--- config.mk ---
export PLATFORM = sky130hd
export DESIGN_NAME = wheel_encoder_speed_meter_top
export DESIGN_NICKNAME = d
export VERILOG_FILES = /design/src/sv/wesm_pkg.sv /design/src/sv/wheel_encoder_speed_meter_top.sv /design/src/sv/wesm_front.sv /design/src/sv/wesm_fifo.sv /design/src/sv/wesm_div.sv /design/src/sv/wesm_back.sv
export SDC_FILE = /design/constraint.sdc
export NUM_CORES = 2
export LEC_CHECK = 0
export BUFFER_PORTS_ARGS = -buffer_cell sky130_fd_sc_hd__buf_2
export CAP_MARGIN = 30
export CORE_MARGIN = 5
export CORE_UTILIZATION = 68
export CTS_CLUSTER_SIZE = 16
export DETAILED_ROUTE_END_ITERATION = 6
export PLACE_DENSITY_LB_ADDON = 0.05
export SLEW_MARGIN = 20
export SYNTH_ARGS = -nofsm -noshare
export SYNTH_HDL_FRONTEND = slang
export SYNTH_SLANG_ARGS = --single-unit
--- constraint.sdc ---
create_clock -name clock -period 65.7 [get_ports clock]
set_input_delay 19.71 -clock clock [delete_from_list [all_inputs] [get_ports clock]]
set_output_delay 19.71 -clock clock [all_outputs]
set_load 0.1 [all_outputs]
--- src/sv/wesm_pkg.sv ---
package wesm_pkg;

   // Register byte addresses on the CSR port
   localparam logic [3:0] ADDR_ENABLE = 4'h0;
   localparam logic [3:0] ADDR_RADIUS = 4'h4;
   localparam logic [3:0] ADDR_CPR    = 4'h8;

   // Fixed-point scale factors
   localparam logic [18:0] TWO_PI_Q16 = 19'd411775;  // round(2*pi*65536)
   localparam logic [13:0] RATE_MUL   = 14'd15625;
   localparam logic [6:0]  SPEED_MUL  = 7'd125;

   // Datapath widths
   localparam int CK_W    = 51;  // 32-bit count * 19-bit constant
   localparam int CRK_W   = 63;  // ck * 12-bit radius
   localparam int NR_W    = 65;  // ck * 15625
   localparam int NUM_W   = 70;  // crk * 125, widest dividend
   localparam int DEN_W   = 45;  // n * t * 8192, widest divisor
   localparam int CNT_W   = 7;   // divider step counter
   localparam int RSP_W   = 312;
   localparam int REQ_W   = 8;

   // Window snapshot handed from the counter side to the compute side
   typedef struct packed {
      logic [15:0] elapsed;
      logic [31:0] right_total;
      logic [31:0] left_total;
      logic [31:0] right_cnt;
      logic [31:0] left_cnt;
   } snap_type;

   // Result transaction, last field in the low bits
   typedef struct packed {
      logic [6:0]  pad;
      logic        zero_time;
      logic [31:0] right_speed;
      logic [31:0] left_speed;
      logic [31:0] right_rate;
      logic [31:0] left_rate;
      logic [31:0] right_distance;
      logic [31:0] left_distance;
      logic [15:0] elapsed_ms;
      logic [31:0] right_total;
      logic [31:0] left_total;
      logic [15:0] right_count;
      logic [15:0] left_count;
   } result_type;

   typedef struct packed {
      logic full;
      logic empty;
   } fifo_stat_type;

   typedef struct packed {
      logic busy;
      logic done;
   } div_stat_type;

   typedef enum logic [3:0] {
      ST_IDLE,
      ST_CK,
      ST_CRK,
      ST_NR,
      ST_NS,
      ST_NT,
      ST_DGO,
      ST_DWAIT,
      ST_WHEEL,
      ST_OUT
   } back_state_type;

   typedef enum logic [1:0] {
      SEL_DIST,
      SEL_RATE,
      SEL_SPEED
   } div_sel_type;

endpackage

--- src/sv/wheel_encoder_speed_meter_top.sv ---
// Wheel encoder speed meter. Each req transaction carries one cycle's worth of
// encoder pulses, a millisecond tick and sample/clear requests; the counters
// take one transaction per clock with no gaps while the snapshot queue (two
// entries) has room. An enabled sample pushes a window snapshot; the compute
// side then works it off (per wheel five registered
// multiplies plus up to three 70-step restoring divisions on one shared
// divider) and presents one rsp transaction. req_tready drops only when two
// snapshots are already waiting, so sustained sampling is bounded by that
// divider; ordinary pulse traffic runs at one transaction per cycle.
module wheel_encoder_speed_meter_top
   import wesm_pkg::*;
#(
   parameter int WINDOW_COUNT_WIDTH = 16
) (
   input  logic              clock,
   input  logic              reset,
   // fields from bit 0: left_pulse, right_pulse, ms_tick, sample,
   // clear_left, clear_right, zero fill
   input  logic              req_tvalid,
   output logic              req_tready,
   input  logic [REQ_W-1:0]  req_tdata,
   // fields from bit 0: left_count, right_count, left_total, right_total,
   // elapsed_ms, left_distance, right_distance, left_rate, right_rate,
   // left_speed, right_speed, zero_time, zero fill
   output logic              rsp_tvalid,
   input  logic              rsp_tready,
   output logic [RSP_W-1:0]  rsp_tdata,
   input  logic              csr_psel,
   input  logic              csr_penable,
   input  logic              csr_pwrite,
   input  logic [3:0]        csr_paddr,
   input  logic [31:0]       csr_pwdata,
   output logic [31:0]       csr_prdata,
   output logic              csr_pready
);

   logic          enable_ff;
   logic [11:0]   radius_ff;
   logic [15:0]   cpr_ff;
   logic          csr_wr;
   logic          accept;
   logic          push;
   logic          pop;
   snap_type      push_snap, pop_snap;
   fifo_stat_type fifo_stat;
   result_type    rsp_data;

   // Configuration registers
   assign csr_pready = 1'b1;
   assign csr_wr     = csr_psel && csr_penable && csr_pwrite;

   always_ff @(posedge clock) begin
      if (reset) begin
         enable_ff <= 1'b0;
         radius_ff <= 12'd20;
         cpr_ff    <= 16'd1024;
      end else if (csr_wr) begin
         case (csr_paddr)
            ADDR_ENABLE: enable_ff <= csr_pwdata[0];
            ADDR_RADIUS: radius_ff <= csr_pwdata[11:0];
            ADDR_CPR:    cpr_ff    <= csr_pwdata[15:0];
            default: ;
         endcase
      end
   end

   always_comb begin
      case (csr_paddr)
         ADDR_ENABLE: csr_prdata = 32'(enable_ff);
         ADDR_RADIUS: csr_prdata = 32'(radius_ff);
         ADDR_CPR:    csr_prdata = 32'(cpr_ff);
         default:     csr_prdata = 32'd0;
      endcase
   end

   assign req_tready = !fifo_stat.full;
   assign accept     = req_tvalid && req_tready;

   wesm_front #(
      .WINDOW_COUNT_WIDTH (WINDOW_COUNT_WIDTH)
   ) u_front (
      .clock       (clock),
      .reset       (reset),
      .accept      (accept),
      .left_pulse  (req_tdata[0]),
      .right_pulse (req_tdata[1]),
      .ms_tick     (req_tdata[2]),
      .sample      (req_tdata[3]),
      .clear_left  (req_tdata[4]),
      .clear_right (req_tdata[5]),
      .enable      (enable_ff),
      .push        (push),
      .snap        (push_snap)
   );

   wesm_fifo u_fifo (
      .clock     (clock),
      .reset     (reset),
      .push      (push),
      .push_data (push_snap),
      .pop       (pop),
      .pop_data  (pop_snap),
      .stat      (fifo_stat)
   );

   wesm_back u_back (
      .clock     (clock),
      .reset     (reset),
      .snap      (pop_snap),
      .fifo_stat (fifo_stat),
      .pop       (pop),
      .radius    (radius_ff),
      .cpr       (cpr_ff),
      .rsp_valid (rsp_tvalid),
      .rsp_ready (rsp_tready),
      .rsp_data  (rsp_data)
   );

   assign rsp_tdata = rsp_data;

endmodule

--- src/sv/wesm_front.sv ---
module wesm_front
   import wesm_pkg::*;
#(
   parameter int WINDOW_COUNT_WIDTH = 16
) (
   input  logic          clock,
   input  logic          reset,
   input  logic          accept,
   input  logic          left_pulse,
   input  logic          right_pulse,
   input  logic          ms_tick,
   input  logic          sample,
   input  logic          clear_left,
   input  logic          clear_right,
   input  logic          enable,
   output logic          push,
   output snap_type      snap
);

   localparam logic [WINDOW_COUNT_WIDTH-1:0] WIN_MAX = '1;

   logic [WINDOW_COUNT_WIDTH-1:0] lwin_ff, lwin_in, rwin_ff, rwin_in;
   logic [31:0]                   ltot_ff, ltot_in, rtot_ff, rtot_in;
   logic [15:0]                   ms_ff, ms_in;
   logic                          take;

   // Count pulses and ticks, snapshot on an enabled sample, then apply clears
   always_comb begin
      lwin_in = lwin_ff;
      rwin_in = rwin_ff;
      ltot_in = ltot_ff;
      rtot_in = rtot_ff;
      ms_in   = ms_ff;
      if (left_pulse) begin
         if (lwin_ff != WIN_MAX) lwin_in = lwin_ff + 1'b1;
         ltot_in = ltot_ff + 32'd1;
      end
      if (right_pulse) begin
         if (rwin_ff != WIN_MAX) rwin_in = rwin_ff + 1'b1;
         rtot_in = rtot_ff + 32'd1;
      end
      if (ms_tick && ms_ff != 16'hFFFF) ms_in = ms_ff + 16'd1;

      take              = sample && enable;
      snap.left_cnt     = 32'(lwin_in);
      snap.right_cnt    = 32'(rwin_in);
      snap.left_total   = ltot_in;
      snap.right_total  = rtot_in;
      snap.elapsed      = ms_in;
      if (take) begin
         lwin_in = '0;
         rwin_in = '0;
         ms_in   = '0;
      end
      if (clear_left) begin
         lwin_in = '0;
         ltot_in = '0;
      end
      if (clear_right) begin
         rwin_in = '0;
         rtot_in = '0;
      end
   end

   assign push = accept && take;

   always_ff @(posedge clock) begin
      if (reset) begin
         lwin_ff <= '0;
         rwin_ff <= '0;
         ltot_ff <= '0;
         rtot_ff <= '0;
         ms_ff   <= '0;
      end else if (accept) begin
         lwin_ff <= lwin_in;
         rwin_ff <= rwin_in;
         ltot_ff <= ltot_in;
         rtot_ff <= rtot_in;
         ms_ff   <= ms_in;
      end
   end

endmodule

--- src/sv/wesm_fifo.sv ---
module wesm_fifo
   import wesm_pkg::*;
(
   input  logic          clock,
   input  logic          reset,
   input  logic          push,
   input  snap_type      push_data,
   input  logic          pop,
   output snap_type      pop_data,
   output fifo_stat_type stat
);

   snap_type    mem_ff [2];
   logic        wptr_ff, rptr_ff;
   logic [1:0]  cnt_ff;

   assign stat.full  = (cnt_ff == 2'd2);
   assign stat.empty = (cnt_ff == 2'd0);
   assign pop_data   = mem_ff[rptr_ff];

   // Storage
   always_ff @(posedge clock) begin
      if (push) mem_ff[wptr_ff] <= push_data;
   end

   // Pointers and fill level
   always_ff @(posedge clock) begin
      if (reset) begin
         wptr_ff <= 1'b0;
         rptr_ff <= 1'b0;
         cnt_ff  <= 2'd0;
      end else begin
         if (push) wptr_ff <= ~wptr_ff;
         if (pop)  rptr_ff <= ~rptr_ff;
         case ({push, pop})
            2'b10:   cnt_ff <= cnt_ff + 2'd1;
            2'b01:   cnt_ff <= cnt_ff - 2'd1;
            default: cnt_ff <= cnt_ff;
         endcase
      end
   end

endmodule

--- src/sv/wesm_div.sv ---
module wesm_div
   import wesm_pkg::*;
(
   input  logic             clock,
   input  logic             reset,
   input  logic             start,
   input  logic [NUM_W-1:0] num,
   input  logic [DEN_W-1:0] den,
   output div_stat_type     stat,
   output logic [31:0]      quo
);

   logic [NUM_W-1:0] num_ff;
   logic [DEN_W-1:0] den_ff;
   logic [DEN_W-1:0] rem_ff, rem_in;
   logic [31:0]      q_ff;
   logic             ovf_ff;
   logic [CNT_W-1:0] cnt_ff;
   logic             run_ff, done_ff;
   logic [DEN_W:0]   rem_sh;
   logic             ge;

   // One restoring step per cycle, quotient kept to 32 bits plus overflow
   always_comb begin
      rem_sh = {rem_ff, num_ff[NUM_W-1]};
      ge     = rem_sh >= {1'b0, den_ff};
      rem_in = ge ? DEN_W'(rem_sh - {1'b0, den_ff}) : DEN_W'(rem_sh);
   end

   always_ff @(posedge clock) begin
      if (start) begin
         num_ff <= num;
         den_ff <= den;
         rem_ff <= '0;
         q_ff   <= '0;
         ovf_ff <= 1'b0;
      end else if (run_ff) begin
         num_ff <= {num_ff[NUM_W-2:0], 1'b0};
         rem_ff <= rem_in;
         q_ff   <= {q_ff[30:0], ge};
         ovf_ff <= ovf_ff | q_ff[31];
      end
   end

   always_ff @(posedge clock) begin
      if (reset) begin
         run_ff  <= 1'b0;
         done_ff <= 1'b0;
         cnt_ff  <= '0;
      end else begin
         done_ff <= 1'b0;
         if (start) begin
            run_ff <= 1'b1;
            cnt_ff <= CNT_W'(NUM_W);
         end else if (run_ff) begin
            cnt_ff <= cnt_ff - 1'b1;
            if (cnt_ff == CNT_W'(1)) begin
               run_ff  <= 1'b0;
               done_ff <= 1'b1;
            end
         end
      end
   end

   assign stat.busy = run_ff;
   assign stat.done = done_ff;
   assign quo       = ovf_ff ? 32'hFFFF_FFFF : q_ff;

endmodule

--- src/sv/wesm_back.sv ---
module wesm_back
   import wesm_pkg::*;
(
   input  logic          clock,
   input  logic          reset,
   input  snap_type      snap,
   input  fifo_stat_type fifo_stat,
   output logic          pop,
   input  logic [11:0]   radius,
   input  logic [15:0]   cpr,
   output logic          rsp_valid,
   input  logic          rsp_ready,
   output result_type    rsp_data
);

   back_state_type   state_ff, state_in;
   div_sel_type      sel_ff, sel_in;
   logic             wheel_ff, wheel_in;
   snap_type         snap_ff;
   logic [CK_W-1:0]  ck_ff;
   logic [CRK_W-1:0] crk_ff;
   logic [NR_W-1:0]  nr_ff;
   logic [NUM_W-1:0] ns_ff;
   logic [31:0]      nt_ff;
   logic [31:0]      dist_ff [2];
   logic [31:0]      rate_ff [2];
   logic [31:0]      speed_ff [2];
   logic             rsp_valid_ff;
   result_type       rsp_data_ff;
   logic [31:0]      cnt;
   logic             t_zero;
   logic             div_start;
   logic [NUM_W-1:0] div_num;
   logic [DEN_W-1:0] div_den;
   logic [31:0]      div_quo;
   div_stat_type     div_stat;
   logic             load_out;

   assign cnt    = wheel_ff ? snap_ff.right_cnt : snap_ff.left_cnt;
   assign t_zero = (snap_ff.elapsed == 16'd0);

   // Shared divider for distance, rate and speed of both wheels
   wesm_div u_div (
      .clock (clock),
      .reset (reset),
      .start (div_start),
      .num   (div_num),
      .den   (div_den),
      .stat  (div_stat),
      .quo   (div_quo)
   );

   always_comb begin
      case (sel_ff)
         SEL_RATE: begin
            div_num = NUM_W'(nr_ff);
            div_den = DEN_W'({nt_ff, 10'd0});
         end
         SEL_SPEED: begin
            div_num = ns_ff;
            div_den = DEN_W'({nt_ff, 13'd0});
         end
         default: begin
            div_num = NUM_W'(crk_ff);
            div_den = DEN_W'({cpr, 8'd0});
         end
      endcase
   end

   // Sequencer: next state and strobes
   always_comb begin
      state_in  = state_ff;
      sel_in    = sel_ff;
      wheel_in  = wheel_ff;
      pop       = 1'b0;
      div_start = 1'b0;
      load_out  = 1'b0;
      case (state_ff)
         ST_IDLE: begin
            if (!fifo_stat.empty) begin
               pop      = 1'b1;
               wheel_in = 1'b0;
               state_in = ST_CK;
            end
         end
         ST_CK:    state_in = (cpr == 16'd0) ? ST_WHEEL : ST_CRK;
         ST_CRK:   state_in = ST_NR;
         ST_NR:    state_in = ST_NS;
         ST_NS:    state_in = ST_NT;
         ST_NT: begin
            sel_in   = SEL_DIST;
            state_in = ST_DGO;
         end
         ST_DGO: begin
            div_start = 1'b1;
            state_in  = ST_DWAIT;
         end
         ST_DWAIT: begin
            if (div_stat.done) begin
               case (sel_ff)
                  SEL_DIST: begin
                     sel_in   = SEL_RATE;
                     state_in = t_zero ? ST_WHEEL : ST_DGO;
                  end
                  SEL_RATE: begin
                     sel_in   = SEL_SPEED;
                     state_in = ST_DGO;
                  end
                  default:  state_in = ST_WHEEL;
               endcase
            end
         end
         ST_WHEEL: begin
            if (!wheel_ff) begin
               wheel_in = 1'b1;
               state_in = ST_CK;
            end else begin
               state_in = ST_OUT;
            end
         end
         ST_OUT: begin
            if (!rsp_valid_ff || rsp_ready) begin
               load_out = 1'b1;
               state_in = ST_IDLE;
            end
         end
         default: state_in = ST_IDLE;
      endcase
   end

   always_ff @(posedge clock) begin
      if (reset) begin
         state_ff <= ST_IDLE;
         sel_ff   <= SEL_DIST;
         wheel_ff <= 1'b0;
      end else begin
         state_ff <= state_in;
         sel_ff   <= sel_in;
         wheel_ff <= wheel_in;
      end
   end

   // Products, one registered multiply per step
   always_ff @(posedge clock) begin
      if (pop) snap_ff <= snap;
      case (state_ff)
         ST_CK: begin
            ck_ff              <= CK_W'(cnt) * CK_W'(TWO_PI_Q16);
            dist_ff[wheel_ff]  <= '0;
            rate_ff[wheel_ff]  <= '0;
            speed_ff[wheel_ff] <= '0;
         end
         ST_CRK: crk_ff <= CRK_W'(ck_ff) * CRK_W'(radius);
         ST_NR:  nr_ff  <= NR_W'(ck_ff) * NR_W'(RATE_MUL);
         ST_NS:  ns_ff  <= NUM_W'(crk_ff) * NUM_W'(SPEED_MUL);
         ST_NT:  nt_ff  <= 32'(cpr) * 32'(snap_ff.elapsed);
         ST_DWAIT: begin
            if (div_stat.done) begin
               case (sel_ff)
                  SEL_DIST: dist_ff[wheel_ff]  <= div_quo;
                  SEL_RATE: rate_ff[wheel_ff]  <= div_quo;
                  default:  speed_ff[wheel_ff] <= div_quo;
               endcase
            end
         end
         default: ;
      endcase
   end

   // Output register
   always_ff @(posedge clock) begin
      if (reset) begin
         rsp_valid_ff <= 1'b0;
      end else if (load_out) begin
         rsp_valid_ff <= 1'b1;
      end else if (rsp_ready) begin
         rsp_valid_ff <= 1'b0;
      end
   end

   always_ff @(posedge clock) begin
      if (load_out) begin
         rsp_data_ff.pad            <= '0;
         rsp_data_ff.zero_time      <= t_zero;
         rsp_data_ff.left_count     <= (snap_ff.left_cnt > 32'hFFFF) ? 16'hFFFF
                                       : 16'(snap_ff.left_cnt);
         rsp_data_ff.right_count    <= (snap_ff.right_cnt > 32'hFFFF) ? 16'hFFFF
                                       : 16'(snap_ff.right_cnt);
         rsp_data_ff.left_total     <= snap_ff.left_total;
         rsp_data_ff.right_total    <= snap_ff.right_total;
         rsp_data_ff.elapsed_ms     <= snap_ff.elapsed;
         rsp_data_ff.left_distance  <= dist_ff[0];
         rsp_data_ff.right_distance <= dist_ff[1];
         rsp_data_ff.left_rate      <= rate_ff[0];
         rsp_data_ff.right_rate     <= rate_ff[1];
         rsp_data_ff.left_speed     <= speed_ff[0];
         rsp_data_ff.right_speed    <= speed_ff[1];
      end
   end

   assign rsp_valid = rsp_valid_ff;
   assign rsp_data  = rsp_data_ff;

   // Divider is never restarted mid-run
   a_div_start_idle: assert property (@(posedge clock) disable iff (reset)
      div_start |-> !div_stat.busy)
      else $error("divider started while busy");

   // A snapshot is only taken from a non-empty queue
   a_pop_nonempty: assert property (@(posedge clock) disable iff (reset)
      pop |-> !fifo_stat.empty)
      else $error("pop from empty queue");

   // Zero elapsed time forces zero rate and speed
   a_zero_time_rates: assert property (@(posedge clock) disable iff (reset)
      (rsp_valid_ff && rsp_data_ff.zero_time) |->
         (rsp_data_ff.left_rate == 32'd0 && rsp_data_ff.right_rate == 32'd0 &&
          rsp_data_ff.left_speed == 32'd0 && rsp_data_ff.right_speed == 32'd0))
      else $error("nonzero rate with zero elapsed time");

   // Divider done only arrives while waiting for it
   a_done_in_wait: assert property (@(posedge clock) disable iff (reset)
      div_stat.done |-> state_ff == ST_DWAIT)
      else $error("divider result with no one waiting");

endmodule

# Word level (Yosys, flattened, before mapping)
# Memory sizes are Yosys's and may differ from the RTL's. A register that Yosys moved wholly into a read port is not among the register bits.
# Cells that the tools add are included.
# W data, S select, Z words.
classes:
  n_addsub: 9
  multipliers: 5
  n_lt_le_gt_ge: 3
  eq_ne: 24
  mux: 68
  bitwise_logic: 7
  reduce_logical: 29
ops:
  columns: ["cell", "count"]
  rows:
  - ["$mux W32", 9]
  - ["$mux W16", 10]
  - ["$mux W70", 2]
  - ["$pmux W70 S2", 1]
  - ["$pmux W45 S2", 1]
  - ["$mul A63 B7 Y70 const B", 1]
  - ["$mul A51 B14 Y65 const B", 1]
  - ["$add A32 B1 Y32 const B", 2]
  - ["$gt A32 B16 Y1 const B", 2]
  - ["$mul A51 B12 Y63", 1]
  - ["$mul A32 B19 Y51 const B", 1]
  - ["$add A16 B1 Y16 const B", 3]
  - ["$ne A16 B16 Y1 const B", 3]
  - ["$pmux W16 S3", 1]
  - ["$ge A46 B45 Y1", 1]
  - ["$mux W45", 1]
  - ["$sub A45 B45 Y45", 1]
  - ["$pmux W4 S10", 1]
  - ["$logic_not A16 Y1", 2]
  - ["$mul A16 B16 Y32", 1]
  - ["$mux W1", 28]
  - ["$mux W4", 6]
  - ["$eq A4 B3 Y1 const B", 5]
  - ["$mux W7", 2]
  - ["other kinds (28)", 59]
totals:
  ff_bits: 813
  ramBits: 416
  inputBits: 51
  output_inout_bits: 347
  word_cells: 186
  mem_count: 4
mem_list:
  columns: ["name", "words", "width", "rd", "rd_ports_with_merged_regs", "write_ports", "line", "text"]
  rows:
  - ["u_fifo.mem_ff", 2, 112, 1, 1, 1, "wesm_fifo.sv:13", "snap_type mem_ff [2];"]
  - ["u_back.dist_ff", 2, 32, 2, 2, 1, "wesm_back.sv:25", "logic [31:0] dist_ff [2];"]
  - ["u_back.rate_ff", 2, 32, 2, 2, 1, "wesm_back.sv:26", "logic [31:0] rate_ff [2];"]
  - ["u_back.speed_ff", 2, 32, 2, 2, 1, "wesm_back.sv:27", "logic [31:0] speed_ff [2];"]

# Depth between registers and ports, before layout
logic_depth:
  word_depth: 7
  ltp_mapped: 28
  mapped_depth_nobuf: 25

# Modules after synthesis
# A second synthesis with hierarchy kept.
unflattened:
  cells_unflattened: 11043
  hier_area_um2: 121818.1
modules_own_cells:
  columns: ["mod", "instances", "cells_each", "area_each_um2", "seq_area_each_um2"]
  rows:
  - ["wesm_back", 1, 8367, 91031.1, 27846.7]
  - ["wesm_div", 1, 1063, 10911.7, 5195.0]
  - ["wesm_fifo", 1, 470, 10824.1, 8748.4]
  - ["wesm_front", 1, 980, 7477.2, 2242.2]
  - ["wheel_encoder_speed_meter_top", 1, 163, 1574.0, 580.6]

# Worst setup path before layout
# Ideal clock, no wire load.
synth_path:
  kind: "input to output"
  startpoint: "input csr_paddr[1]"
  endpoint: "output csr_prdata[0]"
  arrival_time_ps: 22275
  required_ps: 45990
  slack_ps: 23715
  cell_stages: 2
  n_path_buf: 0
  path_cell_list: "or3_1 o21ai_0"
synth_between:
  elab_chain_len: 2
  elab_cells_between_ends: 4
  cone_classes: "eq/ne (2); mux (1); reduce/logical (1)"
synth_lines:
  columns: ["item", "line", "text"]
  rows:
  - ["start, declared", "wheel_encoder_speed_meter_top.sv:31", "input logic [3:0] csr_paddr,"]
  - ["$eq A4 B4 Y1, or another cell as far along", "wheel_encoder_speed_meter_top.sv:68", "case (csr_paddr)"]
  - ["$pmux W16 S3 *", "wheel_encoder_speed_meter_top.sv:68", null]
  - ["end, declared", "wheel_encoder_speed_meter_top.sv:33", "output logic [31:0] csr_prdata,"]
# Mark *: on every way between the ends. The rest lies on a longest branch, timed or not.

# Worst setup path in the final report
layout_path:
  startpoint: "input csr_paddr[1]"
  endpoint: "output csr_prdata[3]"
# The elaborated chain is that of the path after synthesis.

==> summary.txt <==
Die
  • Initial cell density of the core: 68.29%
  • Core footprint: 143300 µm²
  • Io pins: roughly 400
  • Rows: between 100 and 150
  • Overall die height: 389.4 µm
  • Die X-Extent: between 300 and 400 µm
  • Die area: about 150000 µm²

Setup path
  • CP required: 45.99 ns
  • Crit Path Category: in -> out
  • Worst setup SP type: input pin
  • Reg2Reg Capture Point: u_back.ck_ff[35]
  • Reg2reg setup slack: 57.48 ns
  • Reg2reg path depth: 23
  • WP data arrival: between 20 and 25 ns
  • Crit-path max FO: 11
  • R2r startpoint: u_back.wheel_ff
  • Worst Setup End Kind: primary output

Logic synthesis
  • Post-Synth Adder-Cell Area: 29.60%
  • Post-synthesis mux area share: about 2.1%
  • Top-area cell type share of the netlist area: between 30% and 40%
  • Largest family of logic cells by synthesized area: adder cells
  • Cells after Synth: 8571
  • Number of synthesized flops with an enable pin: 1178
  • Synthesis-stage register bit count: ~1400
  • Top post-synthesis cells by area: edfxtp_1 (36%), fa_1 (21%), ha_1 (8.9%)
  • Synth Area in XOR/XNOR: slightly below 3%
  • Synth Cell Area: approximately 98000 µm²
  • Ys flop type: edfxtp_1
  • Sequential area share after synthesis: between 40% and 50%
  • Synth async-reset ratio: 0%
  • Mean Syn Cell Area: around 11 µm²
  • Synth Area in Compound Gates: about 8.3%
  • Netlist cell types: 97
  • Yosys Warn Count: 0
  • Area leader, netlist: edfxtp_1
  • Post-Synth Simple-Gate Area: 9.573%

Clocking
  • Cts hold-fix bufs: 0
  • Post-CTS Setup Inserts: 0
  • Cts bufs inserted: roughly 150
  • CTS tree: done
  • Clock Latency Late Sink: 0.81 ns
  • H-tree depth: 4
  • CTS max path bufs: 3
  • CTS clk-pin slew, worst paths: roughly 0.060 ns
  • Root Buffer: clkbuf_16
  • CTS Sinks: 1418
  • Number of cells upsized or downsized after cts: 0

Cells and area
  • Synth-to-Final Area Change: 9.220%
  • Final std cells w/o fill: about 11000
  • Layout cells sized above 1: 10.05%
  • Post-route cell area: 106900 µm²
  • Fin nets: approximately 11000

Global route
  • M3 GR Usage: 5.187%
  • First-pass GRT wire length: approximately 350000 µm
  • Largest net degree at the start of global routing: 108
  • Via count of the first global-routing pass: about 65000
  • M1 GR Usage: between 40% and 50%
  • GR Util All Layers: 29.47%
  • Initial antenna violation count: 4
  • Total grt overflow: 0
  • Gr busiest metal: met2
  • GR Util met2: a little under half

Power and ir drop
  • Pwr per Cell Area: about 33 nW/µm²
  • Maximum vdd drop: 0.00005231 V
  • P_leak: 45.56 nW
  • Total power: around 0.0036 W

Placement
  • Placed Area: 101600 µm²
  • Detail Placement HPWL: about 160000 µm
  • Placer Congestion: around 0.9
  • Worst slack at placement: 24.47 ns
  • IO buf count: 355
  • DP Cell Count: around 11000

Drt
  • Via-to-Cell Ratio: 5.869
  • Post-route ant nets: 0
  • DR WL/cell: ~20 µm
  • Drt pass-1 iters: 6
  • Number of remaining DRC errors: 0
  • Vias: around 64000
  • Routed wire length: about 220000 µm
  • Initial DRC count: 5727

Timing
  • F_max: between 0.02 and 0.025 GHz
  • Setup ws final: ~24 ns
  • Setup tns final: 0 ns
  • Final Cycle Share: a little over three fifths
  • Slew headroom: 30.63%
  • Hold Vio Cnt, Final: 0
  • Unrepaired setup endpoints after global routing: false
  • Final Slew Violations: 0
  • Actual slew at the worst max-slew pin: around 1.0 ns
  • Skew final: 0.06806 ns
  • Crit path time final: roughly 41 ns
  • Count of final setup violators: 0

Min path
  • HP Start: u_back.speed_ff[1][16]
  • Min-Delay Path Class: reg -> reg
  • Min-Delay Path Depth: 0
  • Hold Path Sink: rsp_tdata[288]

Flow run
  • Max cap viols: 0

Outcome
  • Status: completed
[how the worst max path moves through the flow]
stage / from / end / slack, ns / cells after the start
after floorplan: csr_paddr[1] / csr_prdata[0] / 23.71 / 2
after global placement: csr_paddr[1] / csr_prdata[3] / 24.54 / 5
after detailed placement: csr_paddr[1] / csr_prdata[3] / 24.47 / 5
after CTS: csr_paddr[1] / csr_prdata[3] / 24.47 / 5
after global routing: csr_paddr[1] / csr_prdata[3] / 24.31 / 5
final: csr_paddr[1] / csr_prdata[3] / 24.45 / 5
[state kept, by name, summed over array words and instances (netlist names), 37 cells and up]
register	count
rsp_tdata	192
u_back.ck_ff	38
u_back.crk_ff	52
u_back.dist_ff	64
u_back.nr_ff	55
u_back.ns_ff	61
u_back.rate_ff	64
u_back.rsp_data	113
u_back.snap_ff	112
u_back.speed_ff	64
u_back.u_div.den_ff	37
u_back.u_div.num_ff	70
u_back.u_div.rem_ff	45
u_fifo.mem_ff	224
[cells in the final DEF, fill, tap and decap left out, types with 20 or more instances in the layout]
master	instances
inv_1	1252
edfxtp_1	1178
fa_1	1014
nand2_1	830
ha_1	690
nor2_1	502
buf_2	354
a21oi_1	349
and2_1	267
o21ai_0	261
dfxtp_1	236
xnor2_1	221
a22oi_1	157
clkbuf_16	146
a21o_1	126
mux2_2	122
xor2_1	110
nand3_1	106
buf_4	99
mux2i_1	68
nand4_1	56
o21bai_1	55
and3_1	52
nand2b_1	47
nor3_1	44
a211oi_1	40
o21a_1	37
a22o_1	34
nor2b_1	32
a31oi_1	29
conb_1	24
clkinv_2	22
clkbuf_1	20
clkbuf_8	20
[synthesized netlist by cell type, types with 40 or more instances]
cell,instances
inv_1,1252
edfxtp_1,1178
fa_1,1014
nand2_1,831
ha_1,693
nor2_1,507
a21oi_1,352
clkbuf_1,315
and2_1,267
o21ai_0,261
dfxtp_1,240
xnor2_1,221
a22oi_1,157
a21o_1,126
mux2_2,122
xor2_1,110
nand3_1,106
mux2i_1,70
nand4_1,56
o21bai_1,55
and3_1,52
nand2b_1,48
nor3_1,46
a211oi_1,40
[final cells by class]
cell class	instances	area (µm²)
multi-input combinational	5549	51710
sequential	1418	40190
fill	9706	36420
inverter	1253	4706
clock buffer	186	4004
timing repair buffer	464	2726
tap	1903	2381
clock inverter	84	1161
antenna	1	2.502
[worst max-delay path, stage by stage]
cell	delay [ns]
buf_2	0.11
or3_1	0.43
nor2_1	0.59
a22o_1	0.26
buf_2	0.44
[routing by layer]
metal	wire length [µm]	up-vias	share of wire, %
met2	101200	2615	46
met1	96100	31620	44
met5	13	-	0.0059
met3	18800	360	8.5
met4	4642	2	2.1
li1	-	29130	-
[where the power goes]
| group | total, W | leakage, nW | switching, W | internal, W |
|---|---|---|---|---|
| clock network | 0.000862 | 2.49 | 0.000365 | 0.000497 |
| logic | 0.00159 | 30.9 | 0.000924 | 0.000670 |
| registers | 0.00110 | 12.2 | 0.0000219 | 0.00108 |
[kinds of logic (layout without fill, tap and decap cells)]
kind of cell             Yosys count  after routing
AND/OR/NAND/NOR                 2044           2044
multiplexers                     192            192
AO/OA/AOI/OAI                   1251           1251
flip-flops                      1418           1418
other                              2             25
adder cells (fa/ha/maj)         1707           1707
buffers and inverters           1626           1987
XOR/XNOR                         331            331
[stage by stage]
stage | util (%) | hold slack [ns]
2_1_floorplan | - | 0.4003
4_1_cts | 74.48 | 0.3943
6_report | 74.58 | 0.3978
3_5_place_dp | 70.88 | 0.4045
5_1_grt | 74.58 | 0.4029
3_3_place_gp | 70.80 | 0.4003
Power figures use the tool's default switching activity.
